[config.mk]
export PLATFORM = sky130hd
export DESIGN_NAME = tone_timer_divider_search_top
export DESIGN_NICKNAME = d
export VERILOG_FILES = /design/src/rtl/core/ttds_pkg.sv /design/src/rtl/core/ttds_div.sv /design/src/rtl/core/tone_timer_divider_search_top.sv
export SDC_FILE = /design/constraint.sdc
export NUM_CORES = 2
export LEC_CHECK = 0
export ABC_AREA = 1
export BUFFER_PORTS_ARGS = -buffer_cell sky130_fd_sc_hd__buf_2
export CAP_MARGIN = 10
export CORE_UTILIZATION = 53
export DETAILED_ROUTE_END_ITERATION = 10
export PLACE_DENSITY_LB_ADDON = 0.15
export SETUP_SLACK_MARGIN = 0.02
export SLEW_MARGIN = 30
export SYNTH_ARGS = -nofsm -noshare
export SYNTH_HDL_FRONTEND = slang
export SYNTH_HIERARCHICAL = 1
export SYNTH_SLANG_ARGS = --single-unit
[constraint.sdc]
create_clock -name clock -period 17.7 [get_ports clock]
set_input_delay 0.885 -clock clock [delete_from_list [all_inputs] [get_ports clock]]
set_output_delay 0.885 -clock clock [all_outputs]
set_load 0.02 [all_outputs]
[src/rtl/core/ttds_pkg.sv]
// shared types and constants for the tone timer divider search block
// no dependencies; used by ttds_div and tone_timer_divider_search_top
`default_nettype none
package ttds_pkg;

   localparam int FREQ_W    = 32;
   localparam int CLK_W     = 32;
   localparam int MULA_W    = 17;              // holds max_count + 2 and any prescaler
   localparam int DIVISOR_W = MULA_W + FREQ_W; // product of prescaler and frequency
   localparam int PRESC_W   = 16;
   localparam int PERIOD_W  = 16;
   localparam int CMP_W     = 15;
   localparam int ACTION_W  = 2;
   localparam int RSP_W     = 56;

   localparam logic [CLK_W-1:0] CLOCK_HZ_RESET = 32'd72000000;

   typedef enum logic [ACTION_W-1:0] {
      ACT_STOP  = 2'd0,
      ACT_APPLY = 2'd1,
      ACT_RANGE = 2'd2
   } action_type;

   typedef struct packed {
      logic                    start;
      logic [CLK_W-1:0]        dividend;
      logic [DIVISOR_W-1:0]    divisor;
   } div_req_type;

   typedef struct packed {
      logic                    done;
      logic [CLK_W-1:0]        quotient;
   } div_rsp_type;

endpackage
`default_nettype wire

[src/rtl/core/ttds_div.sv]
// restoring radix-2 divider, one quotient bit per cycle
// depends on ttds_pkg for widths and the request/response structs
`default_nettype none
module ttds_div (
   input  wire logic                 clock,
   input  wire logic                 reset,
   input  wire ttds_pkg::div_req_type req,
   output ttds_pkg::div_rsp_type      rsp
);

   localparam int CNT_W = $clog2(ttds_pkg::CLK_W);

   logic                             busy_ff;
   logic                             done_ff;
   logic [CNT_W-1:0]                 cnt_ff;
   logic [ttds_pkg::DIVISOR_W-1:0]   rem_ff;
   logic [ttds_pkg::CLK_W-1:0]       quo_ff;

   logic [ttds_pkg::DIVISOR_W:0]     rem_shift;
   logic [ttds_pkg::DIVISOR_W:0]     rem_diff;
   logic                             fits;
   logic [ttds_pkg::DIVISOR_W-1:0]   rem_in;

   // dividend bits shift out of the top of quo_ff while quotient bits enter below
   assign rem_shift = {rem_ff, quo_ff[ttds_pkg::CLK_W-1]};
   assign rem_diff  = rem_shift - {1'b0, req.divisor};
   assign fits      = rem_shift >= {1'b0, req.divisor};
   assign rem_in    = fits ? rem_diff[ttds_pkg::DIVISOR_W-1:0]
                           : rem_shift[ttds_pkg::DIVISOR_W-1:0];

   always_ff @(posedge clock) begin
      if (reset) begin
         busy_ff <= 1'b0;
         done_ff <= 1'b0;
         cnt_ff  <= '0;
      end else begin
         done_ff <= 1'b0;
         if (req.start) begin
            busy_ff <= 1'b1;
            cnt_ff  <= '0;
         end else if (busy_ff) begin
            cnt_ff <= cnt_ff + 1'b1;
            if (cnt_ff == CNT_W'(ttds_pkg::CLK_W - 1)) begin
               busy_ff <= 1'b0;
               done_ff <= 1'b1;
            end
         end
      end
   end

   always_ff @(posedge clock) begin
      if (req.start) begin
         rem_ff <= '0;
         quo_ff <= req.dividend;
      end else if (busy_ff) begin
         rem_ff <= rem_in;
         quo_ff <= {quo_ff[ttds_pkg::CLK_W-2:0], fits};
      end
   end

   assign rsp.done     = done_ff;
   assign rsp.quotient = quo_ff;

endmodule
`default_nettype wire

[src/rtl/core/tone_timer_divider_search_top.sv]
// top level of the tone timer divider search: csr register, sequencer, result register
// depends on ttds_pkg and ttds_div
`default_nettype none
// A requested tone frequency goes in; prescaler, auto-reload period and a 50% compare
// come out, one result word per request word. A frequency of zero gives a stop word.
// The smallest prescaler whose period fits the counter is found directly as
// floor(clock / ((MAX_COUNT + 2) * freq)) + 1, then checked with a second division of
// clock by prescaler * freq. Both divisions run on one shared bit-serial divider,
// and each is preceded by one 17x32 multiply. The next request word can be taken as
// soon as the result is registered. A result that cannot enter the output register
// holds the sequencer until the output is free.
// One request is worked on at a time; a new request word is taken while the previous
// result still waits on the output.
module tone_timer_divider_search_top #(
   parameter int MAX_COUNT = 65535
) (
   input  wire logic        clock,
   input  wire logic        reset,
   // timer clock in hertz
   input  wire logic        csr_wr_en,
   input  wire logic [31:0] csr_wr_data,
   input  wire logic        req_tvalid,
   output logic             req_tready,
   input  wire logic [31:0] req_tdata,  // [31:0] tone_frequency
   output logic             rsp_tvalid,
   input  wire logic        rsp_tready,
   // [1:0] action, [17:2] prescale_value, [33:18] period_count,
   // [48:34] compare_count, [55:49] zero
   output logic [55:0]      rsp_tdata
);

   localparam logic [ttds_pkg::MULA_W-1:0] SPAN = ttds_pkg::MULA_W'(MAX_COUNT + 2);
   localparam logic [ttds_pkg::CLK_W:0]    MAX_P = (ttds_pkg::CLK_W + 1)'(MAX_COUNT);

   typedef enum logic [2:0] {
      ST_IDLE,
      ST_MUL1,
      ST_DIV1,
      ST_MUL2,
      ST_DIV2,
      ST_OUT
   } state_type;

   state_type                          state_ff;
   logic [ttds_pkg::CLK_W-1:0]         clock_hz_ff;
   logic [ttds_pkg::FREQ_W-1:0]        freq_ff;
   logic [ttds_pkg::DIVISOR_W-1:0]     prod_ff;
   logic                               start_ff;
   logic [ttds_pkg::PRESC_W-1:0]       presc_ff;
   logic [ttds_pkg::PERIOD_W-1:0]      period_ff;
   ttds_pkg::action_type               action_ff;

   logic                               rsp_valid_ff;
   ttds_pkg::action_type               rsp_action_ff;
   logic [ttds_pkg::PRESC_W-1:0]       rsp_presc_ff;
   logic [ttds_pkg::PERIOD_W-1:0]      rsp_period_ff;
   logic [ttds_pkg::CMP_W-1:0]         rsp_cmp_ff;

   logic [ttds_pkg::MULA_W-1:0]        mul_a_in;
   logic [ttds_pkg::DIVISOR_W-1:0]     prod_in;
   logic [ttds_pkg::CLK_W:0]           presc_first_in;
   logic [ttds_pkg::CLK_W-1:0]         quot_dec_in;
   logic                               req_fire;
   logic                               rsp_free;

   ttds_pkg::div_req_type              div_req;
   ttds_pkg::div_rsp_type              div_rsp;

   assign req_fire = req_tvalid && req_tready;
   assign rsp_free = !rsp_valid_ff || rsp_tready;

   assign mul_a_in       = (state_ff == ST_MUL1) ? SPAN
                                                 : {{(ttds_pkg::MULA_W - ttds_pkg::PRESC_W){1'b0}},
                                                    presc_ff};
   assign prod_in        = mul_a_in * freq_ff;
   assign presc_first_in = {1'b0, div_rsp.quotient} + 1'b1;
   assign quot_dec_in    = div_rsp.quotient - 1'b1;

   assign div_req.start    = start_ff;
   assign div_req.dividend = clock_hz_ff;
   assign div_req.divisor  = prod_ff;

   ttds_div u_div (
      .clock (clock),
      .reset (reset),
      .req   (div_req),
      .rsp   (div_rsp)
   );

   always_ff @(posedge clock) begin
      if (reset) begin
         clock_hz_ff <= ttds_pkg::CLOCK_HZ_RESET;
      end else if (csr_wr_en) begin
         clock_hz_ff <= csr_wr_data;
      end
   end

   always_ff @(posedge clock) begin
      if (reset) begin
         state_ff     <= ST_IDLE;
         start_ff     <= 1'b0;
         rsp_valid_ff <= 1'b0;
      end else begin
         start_ff <= 1'b0;
         // the output state reloads the result register itself
         if (rsp_valid_ff && rsp_tready && (state_ff != ST_OUT)) begin
            rsp_valid_ff <= 1'b0;
         end
         unique case (state_ff)
            ST_IDLE: begin
               if (req_fire) begin
                  freq_ff   <= req_tdata;
                  presc_ff  <= '0;
                  period_ff <= '0;
                  if (req_tdata == '0) begin
                     action_ff <= ttds_pkg::ACT_STOP;
                     state_ff  <= ST_OUT;
                  end else begin
                     state_ff <= ST_MUL1;
                  end
               end
            end
            ST_MUL1: begin
               prod_ff  <= prod_in;
               start_ff <= 1'b1;
               state_ff <= ST_DIV1;
            end
            ST_DIV1: begin
               if (div_rsp.done) begin
                  if (presc_first_in > MAX_P) begin
                     action_ff <= ttds_pkg::ACT_RANGE;
                     state_ff  <= ST_OUT;
                  end else begin
                     presc_ff <= presc_first_in[ttds_pkg::PRESC_W-1:0];
                     state_ff <= ST_MUL2;
                  end
               end
            end
            ST_MUL2: begin
               prod_ff  <= prod_in;
               start_ff <= 1'b1;
               state_ff <= ST_DIV2;
            end
            ST_DIV2: begin
               if (div_rsp.done) begin
                  // zero quotient wraps the period, which never fits
                  if (div_rsp.quotient == '0) begin
                     action_ff <= ttds_pkg::ACT_RANGE;
                     presc_ff  <= '0;
                  end else begin
                     action_ff <= ttds_pkg::ACT_APPLY;
                     period_ff <= quot_dec_in[ttds_pkg::PERIOD_W-1:0];
                  end
                  state_ff <= ST_OUT;
               end
            end
            ST_OUT: begin
               if (rsp_free) begin
                  rsp_valid_ff  <= 1'b1;
                  rsp_action_ff <= action_ff;
                  rsp_presc_ff  <= presc_ff;
                  rsp_period_ff <= period_ff;
                  rsp_cmp_ff    <= period_ff[ttds_pkg::PERIOD_W-1:1];
                  state_ff      <= ST_IDLE;
               end
            end
            default: begin
               state_ff <= ST_IDLE;
            end
         endcase
      end
   end

   assign req_tready = (state_ff == ST_IDLE);
   assign rsp_tvalid = rsp_valid_ff;
   assign rsp_tdata  = {7'd0, rsp_cmp_ff, rsp_period_ff, rsp_presc_ff, rsp_action_ff};

endmodule
`default_nettype wire
==> key figures <==
Synth
  – Sequential element share of the synthesized area: 0.2163
  – Post-synthesis register bit count: between 200 and 300
  – Async SR Flop Fraction: 0
  – Post-synth top cells: nand2_1 (1,256), inv_1 (1,025), nor2_1 (516), fa_1 (450), edfxtp_1 (181)
  – Synth Instances: 4,508
  – Most used DFF post-synth: edfxtp_1
  – Synth top area share: 0.2671
  – Yosys Warn Count: 6
  – Yosys cell types: between 50 and 60
  – Biggest area consumer among synthesized cells: fa_1
  – Largest cells by area after synthesis: fa_1 (27%), edfxtp_1 (16%), nand2_1 (14%)
  – Mapped cell area: around 34,000 sq um
  – Syn Area/Cell: roughly 7.5 sq um
  – Top-count cell post-synth: nand2_1
  – Post-synth EDFFs: between 150 and 200

Place
  – GP Congestion: roughly 1
  – PortBufs: ~120
  – Hpwl dp: approximately 77,000 um
  – Dpl cell area: 34,910 sq um
  – Place WS: 9.236 ns

STA
  – Final Max Slew Viols: 0
  – RSZ-0062 raised after global routing: false
  – Final Setup Violations: 0
  – Max-slew headroom: 0.3590
  – Setup TNS: 0 ns
  – Max Clk Rate: ~110 MHz
  – Final hold violations: 0
  – Worst-margin pin slew: about 0.96 ns
  – Final Worst Setup Slack: about 9 ns
  – Tcrit/Tclk final: 0.4933
  – Min cycle time layout: slightly below 9 ns
  – Worst Clk Skew: roughly 0.035 ns

Setup path
  – Crit path DAT: 9.02 ns
  – CP Class: flop to flop
  – Crit path from: state_ff[2]$_SDFFE_PP0P_
  – Required time of the critical path: ~18 ns
  – Crit path launch type: flop
  – Worst-path fanout max: 24
  – Crit path capture type: flop
  – Reg-to-reg critical path startpoint: state_ff[2]$_SDFFE_PP0P_
  – Worst R2R Setup Slack: 8.97 ns

Route
  – Routed length per instance: 17.71 um
  – Final ANT Viol Nets: 0
  – Initial drt markers: between 2k and 2.5k
  – DRC violations left: 0
  – Post-Route WL: 95,830 um
  – Drt pass-1 iters: 6
  – Via count: 28.30k
  – Vias/cell: about 5.2

Finish
  – Synth-to-Final Area Change: 6.636%
  – Layout Utilization: 0.5713
  – Final instance area: approximately 36,000 sq um
  – Nets@finish: around 5.2k
  – Share of layout cells above drive strength 1: 0.05850

Die
  – Die width: ~250 um
  – Core Region: about 63,000 sq um
  – Initial core utilization: 0.5357
  – Row cnt: 92
  – Chip height: approximately 250 um
  – Die area: ~65,000 sq um
  – # IOs: 127

Worst hold path
  – HP Start: period_ff[11]$_SDFFCE_PP0P_
  – Min-Delay Path Class: flop to flop

Global route
  – Largest net degree at the start of global routing: 51
  – Antenna violations before repair: 1
  – Congestion Overflow GR: 0
  – Vias in the first global route: roughly 28k
  – Met3 usage: 0.06940
  – Met1 Use GR: 0.4097
  – First-pass GRT wire length: approximately 150,000 um
  – M2 GR Usage: 0.4946
  – GRT Overall Usage: 0.3082
  – GR peak layer: met2

Clocking
  – Clk pin slew, worst setup/hold paths: roughly 0.06 ns
  – Setup bufs post-CTS: 0
  – CTS tree: done
  – Worst-Skew Late Latency: about 0.58 ns
  – TritonCTS Buffers: 34
  – CTS resizes: 0
  – Clock root cell: clkbuf_16
  – CTS H-Tree Depth: 2
  – # clock sinks: roughly 270
  – Hold Buf Count CTS: 0
  – CTS Buffer Depth: 3

Outcome
  – Status: finished clean

Job
  – Max-cap check violation count: 0
critical path, stage by stage (launching register included):
cell and delay, ns:
dfxtp_1 0.35, inv_1 0.08, nand2_1 0.12, nor2_1 0.51, inv_1 0.48, buf_4 0.36
nand2_1 0.57, buf_4 0.34, inv_1 0.17, nand2_1 0.11, fa_1 0.51, fa_1 0.56
inv_1 0.06, fa_1 0.44, fa_1 0.49, fa_1 0.55, inv_1 0.06, fa_1 0.52
inv_1 0.04, ha_1 0.34, nand2_1 0.12, nor2_1 0.26, nand2_1 0.16, nor4_1 0.59
nand3_1 0.15, nand3_1 0.21, a31oi_1 0.12, xor2_1 0.15
kinds of logic after synthesis:
| group | synth area share |
|---|---|
| DFF | 0.2163 |
| other | 0.0001112 |
| adders and majority gates | 0.3327 |
| xor gates and xnor gates | 0.01921 |
| AOI/OAI and AO/OA | 0.03731 |
| and+or+nand+nor | 0.2560 |
| buffers and inverters | 0.1383 |
state kept, by name (all words and copies together) (netlist names), 5 cells and up:
name,flops
clock_hz_ff,32
freq_ff,32
period_ff,16
presc_ff,16
prod_ff,49
rsp_period_ff,16
rsp_presc_ff,16
u_div/cnt_ff,5
u_div/quo_ff,32
u_div/rem_ff,49
path summary, 6_finish.rpt:
check,end,depth (start not counted)
setup / recovery,prod_ff[45]$_DFFE_PP_,27
hold / removal,rsp_period_ff[11]$_DFFE_PP_,0
setup reg to reg,prod_ff[45]$_DFFE_PP_,27
hold reg to reg,rsp_period_ff[11]$_DFFE_PP_,0
cell usage in the layout (no fill, tap or decap), drive strengths merged:
master    count
nand2      1274
inv        1046
nor2        539
fa          450
edfxtp      181
ha          177
nand3       155
buf         139
a21oi       108
dfxtp        93
o21ai        76
nand4        75
xnor2        44
clkbuf       44
xor2         30
nor4         22
nor3         20
clkinv       19
a31oi        18
o21bai        8
nand3b        7
conb          7
o21a          5
a21o          4
and3          3
o31ai         3
and2          3
nor3b         3
o211ai        2
a21boi        2
or2           2
diode         1
o2111ai       1
a211oi        1
o221ai        1
a31o          1
clkinvlp      1
layer usage:
layer / vias to the layer above / wire (um)
met1: 13580 / 40090
li1: 13490 / -
met4: 0 / 3393
met5: - / 0
met2: 1034 / 43900
met3: 188 / 8442
per-stage QoR:
step                      hold WS, ns  cells
after global routing           0.4195   5410
after floorplan                0.4003   4514
after global placement         0.4018   5348
after detailed placement       0.4056   5349
after CTS                      0.4144   5410
final                          0.4146   5411
cell type report:
| type | instances | area, sq um |
|---|---|---|
| well taps | 846 | 1059 |
| multi-input cells | 3041 | 21850 |
| diodes | 1 | 2.502 |
| clock buffers | 44 | 918.4 |
| inverters | 1049 | 3938 |
| clock inverters | 17 | 141.4 |
| repair buffers | 139 | 765.7 |
| flip-flops and latches | 274 | 7297 |
| fillers | 6078 | 26990 |
Power is not shown: default switching activity piles up to over one toggle a cycle in this logic, so the estimate is an artifact.
